## src/rtl/core/rvdec_pkg.sv

```systemverilog
`timescale 1ns / 1ps
`default_nettype none
// ----------------------------------------------------------------------------
// RV32IM decoder package
// Shared types and constants for the instruction decoder: the dense
// instruction code, the split instruction fields and the packed result.
// ----------------------------------------------------------------------------
package rvdec_pkg;

  localparam int unsigned InstrWidth  = 32;
  localparam int unsigned ResultWidth = 128;

  localparam logic [6:0] OPC_LUI     = 7'h37;
  localparam logic [6:0] OPC_AUIPC   = 7'h17;
  localparam logic [6:0] OPC_JAL     = 7'h6F;
  localparam logic [6:0] OPC_JALR    = 7'h67;
  localparam logic [6:0] OPC_BRANCH  = 7'h63;
  localparam logic [6:0] OPC_LOAD    = 7'h03;
  localparam logic [6:0] OPC_STORE   = 7'h23;
  localparam logic [6:0] OPC_OPIMM   = 7'h13;
  localparam logic [6:0] OPC_OP      = 7'h33;
  localparam logic [6:0] OPC_MISCMEM = 7'h0F;
  localparam logic [6:0] OPC_SYSTEM  = 7'h73;

  localparam logic [6:0] F7_ALT    = 7'h20;
  localparam logic [6:0] F7_MULDIV = 7'h01;

  localparam logic [11:0] IMM_ECALL  = 12'h000;
  localparam logic [11:0] IMM_EBREAK = 12'h001;

  typedef enum logic [5:0] {
    IC_LUI       = 6'd0,
    IC_AUIPC     = 6'd1,
    IC_JAL       = 6'd2,
    IC_JALR      = 6'd3,
    IC_BEQ       = 6'd4,
    IC_BNE       = 6'd5,
    IC_BLT       = 6'd6,
    IC_BGE       = 6'd7,
    IC_BLTU      = 6'd8,
    IC_BGEU      = 6'd9,
    IC_BRANCH_UK = 6'd10,
    IC_LB        = 6'd11,
    IC_LH        = 6'd12,
    IC_LW        = 6'd13,
    IC_LBU       = 6'd14,
    IC_LHU       = 6'd15,
    IC_LOAD_UK   = 6'd16,
    IC_SB        = 6'd17,
    IC_SH        = 6'd18,
    IC_SW        = 6'd19,
    IC_STORE_UK  = 6'd20,
    IC_ADDI      = 6'd21,
    IC_SLTI      = 6'd22,
    IC_SLTIU     = 6'd23,
    IC_XORI      = 6'd24,
    IC_ORI       = 6'd25,
    IC_ANDI      = 6'd26,
    IC_SLLI      = 6'd27,
    IC_SRLI      = 6'd28,
    IC_SRAI      = 6'd29,
    IC_MUL       = 6'd30,
    IC_MULH      = 6'd31,
    IC_MULHSU    = 6'd32,
    IC_MULHU     = 6'd33,
    IC_DIV       = 6'd34,
    IC_DIVU      = 6'd35,
    IC_REM       = 6'd36,
    IC_REMU      = 6'd37,
    IC_ADD       = 6'd38,
    IC_SUB       = 6'd39,
    IC_SLL       = 6'd40,
    IC_SLT       = 6'd41,
    IC_SLTU      = 6'd42,
    IC_XOR       = 6'd43,
    IC_SRL       = 6'd44,
    IC_SRA       = 6'd45,
    IC_OR        = 6'd46,
    IC_AND       = 6'd47,
    IC_FENCE     = 6'd48,
    IC_ECALL     = 6'd49,
    IC_EBREAK    = 6'd50,
    IC_SYSTEM    = 6'd51,
    IC_UNKNOWN   = 6'd52
  } instr_code_e;

  typedef struct packed {
    logic        [6:0]  opcode;
    logic        [4:0]  rd;
    logic        [2:0]  funct3;
    logic        [4:0]  rs1;
    logic        [4:0]  rs2;
    logic        [6:0]  funct7;
    logic signed [11:0] imm_i;
    logic signed [11:0] imm_s;
    logic signed [12:0] imm_b;
    logic        [31:0] imm_u;
    logic signed [20:0] imm_j;
  } fields_t;

  // Packed members run from the top bit down, so the first field of the
  // result (instr_code) lands in the highest bits of the stream word.
  typedef struct packed {
    instr_code_e        instr_code;
    logic signed [20:0] imm_jtype;
    logic        [31:0] imm_utype;
    logic signed [12:0] imm_btype;
    logic signed [11:0] imm_stype;
    logic signed [11:0] imm_itype;
    logic        [6:0]  upper_func;
    logic        [4:0]  src_reg_b;
    logic        [4:0]  src_reg_a;
    logic        [2:0]  minor_func;
    logic        [4:0]  dest_reg;
    logic        [6:0]  major_opcode;
  } result_t;

endpackage
`default_nettype wire

```

## src/rtl/core/rvdec_fields.sv

```systemverilog
`timescale 1ns / 1ps
`default_nettype none
// ----------------------------------------------------------------------------
// RV32IM decoder field splitter
// Splits an instruction word into its register fields and assembles the
// I, S, B, U and J immediates.
// ----------------------------------------------------------------------------
module rvdec_fields (
  input  wire logic [rvdec_pkg::InstrWidth-1:0] instr_i,
  output rvdec_pkg::fields_t                    fields_o
);
  import rvdec_pkg::*;

  always_comb begin
    fields_o.opcode = instr_i[6:0];
    fields_o.rd     = instr_i[11:7];
    fields_o.funct3 = instr_i[14:12];
    fields_o.rs1    = instr_i[19:15];
    fields_o.rs2    = instr_i[24:20];
    fields_o.funct7 = instr_i[31:25];
    fields_o.imm_i  = instr_i[31:20];
    fields_o.imm_s  = {instr_i[31:25], instr_i[11:7]};
    fields_o.imm_b  = {instr_i[31], instr_i[7], instr_i[30:25], instr_i[11:8], 1'b0};
    fields_o.imm_u  = {instr_i[31:12], 12'h000};
    fields_o.imm_j  = {instr_i[31], instr_i[19:12], instr_i[20], instr_i[30:21], 1'b0};
  end

endmodule
`default_nettype wire

```

## src/rtl/core/rvdec_class.sv

```systemverilog
`timescale 1ns / 1ps
`default_nettype none
// ----------------------------------------------------------------------------
// RV32IM decoder classifier
// Maps opcode, funct3, funct7 and the I immediate to the dense instruction
// code, with per-class unknown codes for unused funct3 values.
// ----------------------------------------------------------------------------
module rvdec_class (
  input  rvdec_pkg::fields_t     fields_i,
  output rvdec_pkg::instr_code_e code_o
);
  import rvdec_pkg::*;

  localparam logic [2:0] F3_BEQ  = 3'd0;
  localparam logic [2:0] F3_BNE  = 3'd1;
  localparam logic [2:0] F3_BLT  = 3'd4;
  localparam logic [2:0] F3_BGE  = 3'd5;
  localparam logic [2:0] F3_BLTU = 3'd6;
  localparam logic [2:0] F3_BGEU = 3'd7;

  localparam logic [2:0] F3_MB  = 3'd0;
  localparam logic [2:0] F3_MH  = 3'd1;
  localparam logic [2:0] F3_MW  = 3'd2;
  localparam logic [2:0] F3_MBU = 3'd4;
  localparam logic [2:0] F3_MHU = 3'd5;

  localparam logic [2:0] F3_ADD  = 3'd0;
  localparam logic [2:0] F3_SLL  = 3'd1;
  localparam logic [2:0] F3_SLT  = 3'd2;
  localparam logic [2:0] F3_SLTU = 3'd3;
  localparam logic [2:0] F3_XOR  = 3'd4;
  localparam logic [2:0] F3_SR   = 3'd5;
  localparam logic [2:0] F3_OR   = 3'd6;
  localparam logic [2:0] F3_AND  = 3'd7;

  localparam logic [2:0] F3_MUL    = 3'd0;
  localparam logic [2:0] F3_MULH   = 3'd1;
  localparam logic [2:0] F3_MULHSU = 3'd2;
  localparam logic [2:0] F3_MULHU  = 3'd3;
  localparam logic [2:0] F3_DIV    = 3'd4;
  localparam logic [2:0] F3_DIVU   = 3'd5;
  localparam logic [2:0] F3_REM    = 3'd6;
  localparam logic [2:0] F3_REMU   = 3'd7;

  logic [2:0]  f3;
  logic        f7_alt;
  logic        f7_muldiv;
  logic [11:0] imm_i;

  assign f3        = fields_i.funct3;
  assign f7_alt    = (fields_i.funct7 == F7_ALT);
  assign f7_muldiv = (fields_i.funct7 == F7_MULDIV);
  assign imm_i     = fields_i.imm_i;

  always_comb begin
    code_o = IC_UNKNOWN;
    unique case (fields_i.opcode)
      OPC_LUI:     code_o = IC_LUI;
      OPC_AUIPC:   code_o = IC_AUIPC;
      OPC_JAL:     code_o = IC_JAL;
      OPC_JALR:    code_o = IC_JALR;
      OPC_BRANCH: begin
        unique case (f3)
          F3_BEQ:  code_o = IC_BEQ;
          F3_BNE:  code_o = IC_BNE;
          F3_BLT:  code_o = IC_BLT;
          F3_BGE:  code_o = IC_BGE;
          F3_BLTU: code_o = IC_BLTU;
          F3_BGEU: code_o = IC_BGEU;
          default: code_o = IC_BRANCH_UK;
        endcase
      end
      OPC_LOAD: begin
        unique case (f3)
          F3_MB:   code_o = IC_LB;
          F3_MH:   code_o = IC_LH;
          F3_MW:   code_o = IC_LW;
          F3_MBU:  code_o = IC_LBU;
          F3_MHU:  code_o = IC_LHU;
          default: code_o = IC_LOAD_UK;
        endcase
      end
      OPC_STORE: begin
        unique case (f3)
          F3_MB:   code_o = IC_SB;
          F3_MH:   code_o = IC_SH;
          F3_MW:   code_o = IC_SW;
          default: code_o = IC_STORE_UK;
        endcase
      end
      OPC_OPIMM: begin
        unique case (f3)
          F3_ADD:  code_o = IC_ADDI;
          F3_SLL:  code_o = IC_SLLI;
          F3_SLT:  code_o = IC_SLTI;
          F3_SLTU: code_o = IC_SLTIU;
          F3_XOR:  code_o = IC_XORI;
          F3_SR:   code_o = f7_alt ? IC_SRAI : IC_SRLI;
          F3_OR:   code_o = IC_ORI;
          F3_AND:  code_o = IC_ANDI;
          default: code_o = IC_UNKNOWN;
        endcase
      end
      OPC_OP: begin
        if (f7_muldiv) begin
          unique case (f3)
            F3_MUL:    code_o = IC_MUL;
            F3_MULH:   code_o = IC_MULH;
            F3_MULHSU: code_o = IC_MULHSU;
            F3_MULHU:  code_o = IC_MULHU;
            F3_DIV:    code_o = IC_DIV;
            F3_DIVU:   code_o = IC_DIVU;
            F3_REM:    code_o = IC_REM;
            F3_REMU:   code_o = IC_REMU;
            default:   code_o = IC_UNKNOWN;
          endcase
        end else begin
          unique case (f3)
            F3_ADD:  code_o = f7_alt ? IC_SUB : IC_ADD;
            F3_SLL:  code_o = IC_SLL;
            F3_SLT:  code_o = IC_SLT;
            F3_SLTU: code_o = IC_SLTU;
            F3_XOR:  code_o = IC_XOR;
            F3_SR:   code_o = f7_alt ? IC_SRA : IC_SRL;
            F3_OR:   code_o = IC_OR;
            F3_AND:  code_o = IC_AND;
            default: code_o = IC_UNKNOWN;
          endcase
        end
      end
      OPC_MISCMEM: code_o = IC_FENCE;
      OPC_SYSTEM: begin
        if (imm_i == IMM_ECALL) begin
          code_o = IC_ECALL;
        end else if (imm_i == IMM_EBREAK) begin
          code_o = IC_EBREAK;
        end else begin
          code_o = IC_SYSTEM;
        end
      end
      default:     code_o = IC_UNKNOWN;
    endcase
  end

endmodule
`default_nettype wire

```

## src/rtl/core/rv32im_instruction_decoder.sv

```systemverilog
`timescale 1ns / 1ps
`default_nettype none
// An accepted word passes through the input register and then the result register before the result is offered.
// Throughput: one instruction per cycle; the input register and the result
// register advance together, so the input side stalls only while both hold
// an item and the result is not taken.
// Reset clears both valid flags; the payload registers are not reset.
// ----------------------------------------------------------------------------
// RV32IM instruction decoder
// Registers a 32-bit instruction word, splits its fields, builds the
// immediates and classifies it into a dense instruction code.
// ----------------------------------------------------------------------------
module rv32im_instruction_decoder (
  input  wire logic                                  clk_i,
  input  wire logic                                  rst_ni,
  input  wire logic                                  s_axis_tvalid,
  output      logic                                  s_axis_tready,
  // [31:0] instr_word
  input  wire logic [rvdec_pkg::InstrWidth-1:0]      s_axis_tdata,
  output      logic                                  m_axis_tvalid,
  input  wire logic                                  m_axis_tready,
  // [6:0] major_opcode, [11:7] dest_reg, [14:12] minor_func,
  // [19:15] src_reg_a, [24:20] src_reg_b, [31:25] upper_func,
  // [43:32] imm_itype, [55:44] imm_stype, [68:56] imm_btype,
  // [100:69] imm_utype, [121:101] imm_jtype, [127:122] instr_code
  output      logic [rvdec_pkg::ResultWidth-1:0]     m_axis_tdata
);
  import rvdec_pkg::*;

  logic                  in_vld_q;
  logic                  in_vld_d;
  logic [InstrWidth-1:0] in_word_q;
  logic                  out_vld_q;
  logic                  out_vld_d;
  result_t               out_q;
  result_t               out_d;
  logic                  advance;
  fields_t               fields;
  instr_code_e           code;

  assign advance       = !out_vld_q || m_axis_tready;
  assign s_axis_tready = !in_vld_q || advance;
  assign in_vld_d      = s_axis_tready ? s_axis_tvalid : in_vld_q;
  assign out_vld_d     = advance ? in_vld_q : out_vld_q;

  rvdec_fields u_fields (
    .instr_i  (in_word_q),
    .fields_o (fields)
  );

  rvdec_class u_class (
    .fields_i (fields),
    .code_o   (code)
  );

  always_comb begin
    out_d.major_opcode = fields.opcode;
    out_d.dest_reg     = fields.rd;
    out_d.minor_func   = fields.funct3;
    out_d.src_reg_a    = fields.rs1;
    out_d.src_reg_b    = fields.rs2;
    out_d.upper_func   = fields.funct7;
    out_d.imm_itype    = fields.imm_i;
    out_d.imm_stype    = fields.imm_s;
    out_d.imm_btype    = fields.imm_b;
    out_d.imm_utype    = fields.imm_u;
    out_d.imm_jtype    = fields.imm_j;
    out_d.instr_code   = code;
  end

  always_ff @(posedge clk_i or negedge rst_ni) begin
    if (!rst_ni) begin
      in_vld_q  <= 1'b0;
      out_vld_q <= 1'b0;
    end else begin
      in_vld_q  <= in_vld_d;
      out_vld_q <= out_vld_d;
    end
  end

  always_ff @(posedge clk_i) begin
    if (s_axis_tready && s_axis_tvalid) begin
      in_word_q <= s_axis_tdata;
    end
    if (advance && in_vld_q) begin
      out_q <= out_d;
    end
  end

  assign m_axis_tvalid = out_vld_q;
  assign m_axis_tdata  = out_q;

  a_accept_fills_input : assert property (@(posedge clk_i) disable iff (!rst_ni)
    s_axis_tvalid && s_axis_tready |=> in_vld_q)
    else $error("accepted transfer did not fill the input register");

  a_input_moves_to_result : assert property (@(posedge clk_i) disable iff (!rst_ni)
    in_vld_q && advance |=> m_axis_tvalid)
    else $error("decoded item did not reach the result register");

  a_stall_only_when_full : assert property (@(posedge clk_i) disable iff (!rst_ni)
    !s_axis_tready |-> in_vld_q && out_vld_q && !m_axis_tready)
    else $error("input stalled while the pipeline had room");

  a_code_in_range : assert property (@(posedge clk_i) disable iff (!rst_ni)
    m_axis_tvalid |-> out_q.instr_code <= IC_UNKNOWN)
    else $error("instruction code out of range");

  a_no_loss_on_hold : assert property (@(posedge clk_i) disable iff (!rst_ni)
    out_vld_q && !m_axis_tready |=> out_vld_q && $stable(out_q))
    else $error("pending result was overwritten");

endmodule
`default_nettype wire
```

## config.mk

```make
export PLATFORM = sky130hd
export DESIGN_NAME = rv32im_instruction_decoder
export DESIGN_NICKNAME = d
export VERILOG_FILES = /design/src/rtl/core/rvdec_pkg.sv /design/src/rtl/core/rvdec_fields.sv /design/src/rtl/core/rvdec_class.sv /design/src/rtl/core/rv32im_instruction_decoder.sv
export SDC_FILE = /design/constraint.sdc
export NUM_CORES = 1
export LEC_CHECK = 0
export ABC_CLOCK_PERIOD_IN_PS = 3200
export BUFFER_PORTS_ARGS = -buffer_cell sky130_fd_sc_hd__buf_4
export CAP_MARGIN = 20
export CORE_AREA = 2 2 149 78
export CTS_CLUSTER_DIAMETER = 100
export DETAILED_ROUTE_END_ITERATION = 8
export DIE_AREA = 0 0 151 80
export PLACE_DENSITY = 0.63
export SLEW_MARGIN = 30
export SYNTH_ARGS = -nofsm -noshare
export SYNTH_HDL_FRONTEND = slang
export SYNTH_SLANG_ARGS = --single-unit
```

## constraint.sdc

```tcl
create_clock -name clk_i -period 3.2 [get_ports clk_i]
set_clock_uncertainty 0.2 [all_clocks]
set_input_delay 0.8 -clock clk_i [delete_from_list [all_inputs] [get_ports clk_i]]
set_output_delay 0.8 -clock clk_i [all_outputs]
set_load 0.02 [all_outputs]
```

==> metrics.csv, run 1 <==
metric,value,unit
Die X-Extent,151,um
# diodes,0,
post-synthesis async set-or-reset flop share,0.0260,
DRC viols,0,
Syn Area/Cell,12.5,sq um
clk slew on worst S/H paths,0.06,ns
status,finished clean,
achievable frequency,441,MHz
Mapped Area,3730,sq um
post-DR vias/cell,4.36,
Crit path top cell by count,buf_4,
GP Congestion,0.863,
R2R cell count,5,
#FFs+latches synth,77,
P per Cell Area,580,nW/um^2
H-tree depth,3,
Final Hold Viols,0,
vias in the first global route,1981,
Relative slew margins,0.530,
WL/cell,15.1,um
clk buf depth,2,
register area share after synthesis,0.604,
crit start category,primary input,
Post-synth EDFFs,70,
Fin Setup TNS,0,ns
worst vdd ir,0.255,mV
worst path required time,2.20,ns
Final ANT Viol Nets,0,
worst-path fanout max,3,
WHS,0.0325,ns
initial antenna violation count,0,
total power,2700,uW
hold buffers post-CTS,0,
r2r setup slk,1.00,ns
area delta synth->final,25.0,%
FF-to-FF Start,in_word_q[5],
iteration-0 DRC count of the detailed router,153,
die height,80,um
setup violators final,0,
largest net degree at the start of global routing,39,
row cnt,27,
worst skew pair latency,0.34,ns
total CTS buffers,9,
RSZ-0062 raised after global routing,false,
core area,10700,sq um
layout cells sized above 1,0.470,
dpl cells,510,
"Slew Viols, Final",0,
Netlist cell types,47,
Mapped Cells,297,
Most used DFF post-synth,edfxtp_1,
Ys Warns,0,
Post-DP HPWL,5890,um
net total in the final layout,412,
"CP delay by family, top",buffers and inverters,
Final min period,2.27,ns
CTS tree,built,
Global Route Usage Sum,0.132,
"Slowest-stage cell, CP",nand3b_1,
CTS root buf,clkbuf_16,
FF-to-FF End,m_axis_tdata[124],
kind of critical path,primary input to primary output,
GRT Residual Overflow,0,
Hold/Removal Path Class,primary input to async pin,
first-pass GRT wire length,11400,um
crit path DAT,1.27,ns
final worst path period share,0.709,
I/O Buffers,151,
full die area,12100,sq um
DR vias,2291,
Initial Util,0.347,
IO Count,166,
filler cell count,1015,
fin cells,526,
max cap viols,0,
crit path capture type,primary output,
leakage power,0.00192,uW
Worst-Margin Slew,0.699,ns
cts repair resizes,0,
first drt pass iteration count,4,
setup bufs post-CTS,0,
clock sinks,77,
drt total wl,7960,um
"slowest stage delay, CP",0.18,ns
Buf/Inv on CP,2,
CP Cell Sequence,buf_4 > nand3b_1 > buf_4,
## per-stage QoR
step / utilization / setup WS (ns) / area (sq um)
2_1_floorplan: - / 0.704 / 3780
3_3_place_gp: 0.406 / 0.878 / 4360
3_5_place_dp: 0.406 / 0.788 / 4360
4_1_cts: 0.434 / 0.929 / 4660
5_1_grt: 0.434 / 0.825 / 4660
6_report: 0.434 / 0.932 / 4660
## Yosys cell counts (2+ instances only)
library cell  number  share of area
and2_1             2         0.0034
nand2b_1           7          0.012
buf_6              2         0.0060
a21oi_1           11          0.015
nand2_1           11          0.011
o21bai_1           3         0.0060
clkbuf_8           3          0.011
nand3b_1           3         0.0060
nor4_1             2         0.0034
inv_1              6         0.0060
dfxtp_1            5          0.027
nand3_1            5         0.0067
o211ai_1           3         0.0060
nor3_1             7         0.0094
edfxtp_1          70           0.56
nor2_1            17          0.017
a22oi_1            2         0.0040
buf_4             90           0.18
nor2b_1            2         0.0034
xnor2_1            2         0.0047
dfrtp_1            2          0.013
a211oi_1           2         0.0040
or3_4              2         0.0060
o22ai_1            3         0.0050
o21ai_0            9          0.012
and2b_2            3         0.0071
clkbuf_1           3         0.0030
## state kept, by name (all words and copies together) (netlist names), named ones only
| register | flops |
|---|---|
| in_word_q | 32 |
| m_axis_tvalid | 1 |
| in_vld_q | 1 |
| m_axis_tdata | 38 |
## kinds of logic after synthesis
logic type	after synthesis	synth area share
and+or+nand+nor	69	0.107
other	1	0.00101
muxes	1	0.00269
buffers and inverters	105	0.208
DFF	77	0.604
xor gates and xnor gates	3	0.00705
AOI/OAI and AO/OA	41	0.0695
## routing by layer
layer,track usage,share of wire
met3,0.0577,0.12
met5,0,0
met1,0.195,0.45
met4,0.0280,0.0070
met2,0.176,0.42
## power by group
group	leakage (uW)	switching [uW]	internal, uW
registers	0.000730	62.7	1190
logic	0.00105	263	183
clock network	0.000140	398	610
## placed cells by master (no fill, tap or decap), drive strengths merged, types with 2 or more instances in the layout
master / Yosys / final
a22oi: 2 / 2
and2b: 3 / 3
nand2: 11 / 11
nand4b: 2 / 2
inv: 6 / 7
a211oi: 2 / 2
a21oi: 11 / 11
xnor2: 2 / 2
o211ai: 3 / 3
nor2b: 2 / 2
edfxtp: 70 / 70
clkinv: 0 / 2
or3: 2 / 2
buf: 93 / 154
dfrtp: 2 / 2
nor4: 2 / 2
o22ai: 3 / 3
and2: 2 / 2
nor2: 17 / 17
nand2b: 7 / 7
o21bai: 3 / 3
dfxtp: 5 / 5
conb: 1 / 14
nor3: 7 / 7
o21ai: 9 / 9
nand3: 6 / 6
clkbuf: 6 / 10
nand3b: 3 / 3
clkinvlp: 0 / 2
## final cells by class
cell class,count,area (sq um),share of cell area
multi-input cells,128,748,0.161
well taps,145,181,0.0389
inverters,6,22.5,0.00483
clock inverters,6,71.3,0.0153
repair buffers,154,1160,0.248
clock buffers,10,229,0.0491
flip-flops and latches,77,2250,0.483
## worst max-delay path by stage
| stage | startpoint | end | slack [ns] | depth (start not counted) |
|---|---|---|---|---|
| after CTS | m_axis_tready | s_axis_tready | 0.93 | 3 |
| after global routing | in_word_q[26] | m_axis_tdata[126] | 0.83 | 5 |
| final | m_axis_tready | s_axis_tready | 0.93 | 3 |
| after global placement | m_axis_tready | flop | 0.88 | 7 |
| after detailed placement | m_axis_tready | flop | 0.79 | 7 |
| after floorplan | m_axis_tready | in_word_q[0] | 0.70 | 3 |
## worst reg2reg max path: cells and delay by family, from the launching register on
family | cells | cell delay (ns)
compound gates | 3 | 0.44
simple gates | 2 | 0.71
flops | 1 | 0.58
No activity file was read; power rests on OpenSTA's default activity.
==> run 2, diff against run 1 <==
--- a/config.mk
+++ b/config.mk
@@ -5,7 +5,8 @@
 export SDC_FILE = /design/constraint.sdc
 export NUM_CORES = 1
 export LEC_CHECK = 0
-export ABC_CLOCK_PERIOD_IN_PS = 3200
+export ABC_AREA = 1
+export ABC_CLOCK_PERIOD_IN_PS = 2350
 export BUFFER_PORTS_ARGS = -buffer_cell sky130_fd_sc_hd__buf_4
 export CAP_MARGIN = 20
 export CORE_AREA = 2 2 149 78
==> constraint.sdc (replaced) <==
create_clock -name clk_i -period 2.35 [get_ports clk_i]
set_clock_uncertainty 0.2 [all_clocks]
set_input_delay 0.5875 -clock clk_i [delete_from_list [all_inputs] [get_ports clk_i]]
set_output_delay 0.5875 -clock clk_i [all_outputs]
set_load 0.02 [all_outputs]
==> metrics.csv, run 2 <==
metric,value,unit
"slowest stage delay, CP",0.18,ns
Mapped Cells,347,
Netlist cell types,23,
H-tree depth,3,
Mapped Area,3700,sq um
setup bufs post-CTS,0,
worst-path fanout max,3,
largest net degree at the start of global routing,39,
FF-to-FF End,m_axis_tdata[123],
Post-DP HPWL,5680,um
core area,10700,sq um
drt total wl,7590,um
row cnt,27,
Critical path destination,s_axis_tready,
Hold/Removal Path Class,flop to flop,
Post-DP Area,4440,sq um
Syn Area/Cell,10.7,sq um
Final min period,1.91,ns
post-synthesis async set-or-reset flop share,0.0260,
worst skew pair latency,0.33,ns
first-pass GRT wire length,11100,um
CTS root buf,clkbuf_16,
initial antenna violation count,0,
kind of critical path,primary input to primary output,
Initial Util,0.345,
final worst path period share,0.812,
WL/cell,13.0,um
net total in the final layout,472,
leakage power,0.00216,uW
clk buf depth,2,
setup violators final,0,
crit path capture type,primary output,
achievable frequency,524,MHz
Global Route Usage Sum,0.125,
biggest area consumer among synthesized cells,edfxtp_1,
cts repair resizes,0,
total CTS buffers,9,
Final ANT Viol Nets,0,
clk slew on worst S/H paths,0.06,ns
Die X-Extent,151,um
status,finished clean,
DRC viols,0,
P per Cell Area,833,nW/um^2
#FFs+latches synth,77,
r2r setup slk,0.47,ns
"most common cell after layout, fill and taps aside",buf_4,
share of the synthesized area in the top cell type,0.568,
Ys Warns,0,
R2R cell count,7,
IO Count,166,
layout cells sized above 1,0.404,
full die area,12100,sq um
vias in the first global route,2251,
crit path DAT,1.12,ns
"top cells by area, synth","edfxtp_1, buf_4, nand2_1, nor2_1, dfxtp_1",
"Slowest-stage cell, CP",buf_4,
first drt pass iteration count,4,
most frequent cells in the layout,"buf_4, edfxtp_1, nand2_1, nor2_1, inv_1",
RSZ-0062 raised after global routing,false,
list of most frequent post-synthesis cells,"buf_4, edfxtp_1, nand2_1, nor2_1, inv_1",
max cap viols,0,
GP Congestion,0.888,
Post-synth EDFFs,70,
CTS tree,built,
Setup crit start,m_axis_tready,
worst vdd ir,0.301,mV
register area share after synthesis,0.608,
area delta synth->final,28.9,%
iteration-0 DRC count of the detailed router,166,
I/O Buffers,151,
crit start category,primary input,
finished layout cell area,4770,sq um
Fin Setup TNS,0,ns
most common cell in the netlist,buf_4,
DR vias,2485,
Final Hold Viols,0,
clock sinks,77,
"Slew Viols, Final",0,
worst path required time,1.56,ns
Crit path top cell by count,buf_4,
CP Cell Sequence,buf_4 > inv_1 > nand3_2 > buf_4,
# diodes,0,
number of flip-flops under the largest register name,38,
die height,80,um
post-DR vias/cell,4.24,
GRT Residual Overflow,0,
Most used DFF post-synth,edfxtp_1,
FF-to-FF Start,in_word_q[14],
[run 2: changes by cell type in the layout (fill, tap and decap cells not counted), moves of 4 or more]
cell / delta
nand2_1: +56
inv_1: +21
nand4_1: +4
nor3_1: -4
nor2_1: +15
a21oi_1: -7
nand3_1: +15
nand2b_1: -7
[run 2: kinds of logic after synthesis]
logic type | count (synthesis) | share of synthesized area
simple gates | 133 | 0.154
buf+inv | 119 | 0.212
flops | 77 | 0.608
compound gates | 17 | 0.0243
other cells | 1 | 0.00101
[run 2: worst max-delay path: cells and delay by family]
family	cells	cell delay [ns]
buffers and inverters	3	0.41
AND/OR/NAND/NOR	1	0.12
[run 2: repair_timing]
item,in CTS,in global routing
endpoints found under the setup margin,0,0
endpoints found under the hold margin,2,0
hold buffers,1,0
[run 2: through the flow]
stage               setup WS (ns)   util  power, uW  cells  hold WS (ns)
finish                      0.443  0.444       3980    586         0.217
global placement            0.467  0.413       2530    569         0.171
global route                0.372  0.444       4150    586         0.209
detailed placement          0.441  0.413       2540    569         0.172
CTS                         0.439  0.444       4030    586         0.214
floorplan                  0.0572      -       2320    360        0.0919
[run 2: final cells by class]
class	count	area [sq um]
Multi-Input combinational cell	164	724
Clock inverter	7	97.6
Clock buffer	9	225
Timing Repair Buffer	156	1190
Tap cell	145	181
Inverter	28	105
Fill cell	1012	5970
Sequential cell	77	2250
[run 2: worst min path at each step]
| stage | cells past startpoint | slack [ns] | endpoint | start |
|---|---|---|---|---|
| after global routing | 1 | 0.21 | in_word_q[26] | s_axis_tdata[26] |
| after floorplan | 0 | 0.09 | in_vld_q | rst_ni |
| final | 0 | 0.22 | m_axis_tdata[48] | in_word_q[11] |
| after detailed placement | 1 | 0.17 | m_axis_tvalid | rst_ni |
| after CTS | 1 | 0.21 | in_word_q[26] | s_axis_tdata[26] |
| after global placement | 1 | 0.17 | m_axis_tvalid | rst_ni |
[run 2: where the power goes]
part	internal (uW)	leakage [uW]	switching, uW	total (uW)
sequential	1650	0.000730	94.9	1740
clock	933	0.000154	536	1470
combinational	306	0.00127	460	765
[run 2: routing by layer]
metal | vias to the layer above | wire length (um) | GRT usage
met5 | - | 0 | 0
met4 | 0 | 53 | 0.0421
met3 | 4 | 798 | 0.0514
met2 | 142 | 3400 | 0.188
met1 | 1121 | 3350 | 0.164
li1 | 1218 | - | -
==> run 3, diff against run 2 <==
--- a/config.mk
+++ b/config.mk
@@ -6,14 +6,14 @@
 export NUM_CORES = 1
 export LEC_CHECK = 0
 export ABC_AREA = 1
-export ABC_CLOCK_PERIOD_IN_PS = 2350
+export ABC_CLOCK_PERIOD_IN_PS = 1700
 export BUFFER_PORTS_ARGS = -buffer_cell sky130_fd_sc_hd__buf_4
 export CAP_MARGIN = 20
 export CORE_AREA = 2 2 149 78
 export CTS_CLUSTER_DIAMETER = 100
 export DETAILED_ROUTE_END_ITERATION = 8
 export DIE_AREA = 0 0 151 80
-export PLACE_DENSITY = 0.63
+export PLACE_DENSITY = 0.65
 export SLEW_MARGIN = 30
 export SYNTH_ARGS = -nofsm -noshare
 export SYNTH_HDL_FRONTEND = slang
==> constraint.sdc (replaced) <==
create_clock -name clk_i -period 1.7 [get_ports clk_i]
set_clock_uncertainty 0.2 [all_clocks]
set_input_delay 0.425 -clock clk_i [delete_from_list [all_inputs] [get_ports clk_i]]
set_output_delay 0.425 -clock clk_i [all_outputs]
set_load 0.02 [all_outputs]
==> metrics.csv, run 3 (same netlist as run 2, synthesis figures left out) <==
metric,value,unit
Hold/Removal Path Class,primary input to flop,
largest net degree at the start of global routing,23,
total CTS buffers,9,
H-tree depth,3,
vias in the first global route,2410,
net total in the final layout,497,
post-DR vias/cell,4.40,
Buf/Inv on CP,2,
"slowest stage delay, CP",0.45,ns
finished layout cell area,5070,sq um
worst-path fanout max,5,
setup violators final,2,
DRC viols,0,
leakage power,0.00229,uW
crit path DAT,1.61,ns
Crit path top cell by count,nand2_1,
"most common cell after layout, fill and taps aside",buf_4,
"CP delay by family, top",simple AND/OR/NAND/NOR gates,
# diodes,0,
iteration-0 DRC count of the detailed router,137,
clk buf depth,2,
clock sinks,77,
GP Congestion,1.01,
Final min period,1.72,ns
area delta synth->final,36.9,%
Post-DP HPWL,6070,um
crit start category,flop,
core area,10700,sq um
NetSw,1550,uW
layout cells sized above 1,0.485,
GRT Residual Overflow,0,
IO Count,166,
P per Cell Area,1110,nW/um^2
filler cell count,993,
row cnt,27,
full die area,12100,sq um
first drt pass iteration count,5,
worst path required time,1.59,ns
DR vias,2691,
Cell Int Power,4060,uW
drt total wl,8280,um
PnR worst setup slack,-0.0212,ns
initial antenna violation count,0,
CTS tree,built,
"Slew Viols, Final",0,
first-pass GRT wire length,11900,um
sequential power share,0.428,
Comb power frac,0.210,
number of flip-flops under the largest register name,38,
die height,80,um
post-place setup slack,-0.0981,ns
Final Hold Viols,0,
I/O Buffers,151,
achievable frequency,581,MHz
CTS root buf,clkbuf_16,
RSZ-0062 raised after global routing,true,
Initial Util,0.345,
violated checks,negative setup slack,
status,finished with violations,
dpl cells,581,
kind of critical path,flop to flop,
crit path capture type,flop,
max cap viols,0,
Clock Power Share,0.362,
Die X-Extent,151,um
WL/cell,13.5,um
Global Route Usage Sum,0.132,
"Slowest-stage cell, CP",edfxtp_1,
worst vdd ir,0.449,mV
final worst path period share,1.01,
fin cells,611,
Post-DP Area,4570,sq um
most frequent cells in the layout,"buf_4, edfxtp_1, nand2_1, nor2_1, inv_1",
worst skew pair latency,0.33,ns
CP Cell Sequence,buf_6 > nor2_4 > buf_4 > a21oi_1 > nand2_1 > nand3_1 > nor2_1 > nand2_1,
Switching Share,0.276,
Final ANT Viol Nets,0,
clk slew on worst S/H paths,0.06,ns
[run 3: layout make-up]
type,instances,area [sq um],area share
repair buffers,181,1390,0.275
clock inverters,7,95.1,0.0188
flip-flops and latches,77,2250,0.445
multi-input cells,164,806,0.159
clock buffers,9,225,0.0444
well taps,145,181,0.0358
inverters,28,113,0.0222
[run 3: metrics by stage]
step	TNS (ns)	total power, uW	util	hold slack (ns)
after floorplan	-10.21	3220	-	-0.0706
after CTS	-0.0131	5630	0.461	0.0547
after global placement	-0.108	3550	0.425	0.00727
after global routing	-0.469	5850	0.472	0.0489
after detailed placement	-0.190	3570	0.425	0.00948
final	-0.0284	5610	0.472	0.0662
[run 3: metal layers]
| layer | share of wire | track usage | up-vias |
|---|---|---|---|
| met4 | 0.015 | 0.0355 | 0 |
| met3 | 0.096 | 0.0491 | 21 |
| met5 | 0 | 0 | - |
| met1 | 0.42 | 0.168 | 1240 |
| met2 | 0.47 | 0.213 | 163 |
| li1 | - | - | 1267 |
[run 3: timing repair]
item                       in CTS  in global routing
resized for setup               5                 21
setup buffers                   5                  8
hold endpoints to repair        2                  0
pin swaps                       1                  4
gates cloned                    0                  0
setup endpoints to repair       3                  7
hold buffers                    1                  0
[run 3: worst reg2reg max path, cell delays in order, from the launching register on]
cell	delay, ns
edfxtp_1	0.45
buf_6	0.16
nor2_4	0.16
buf_4	0.15
a21oi_1	0.05
nand2_1	0.08
nand3_1	0.08
nor2_1	0.11
nand2_1	0.06
[run 3: power groups by stage]
stage	Sequential, uW	Clock (uW)	Combinational, uW
global route	2430	2160	1260
floorplan	2520	0	694
finish	2400	2030	1180
detailed placement	2440	0	1120
global placement	2430	0	1120
CTS	2400	2080	1150
[run 3: path summary, 6_finish.rpt]
path | startpoint | endpoint | slack, ns | cells after the start
max | in_word_q[12] | m_axis_tdata[123] | -0.02 | 8
min | s_axis_tdata[4] | in_word_q[4] | 0.07 | 1
max reg2reg | in_word_q[12] | m_axis_tdata[123] | -0.02 | 8
min reg2reg | in_word_q[7] | m_axis_tdata[44] | 0.21 | 0
max in group asynchronous | rst_ni | m_axis_tvalid | 0.99 | 2
min in group asynchronous | rst_ni | m_axis_tvalid | 0.22 | 2
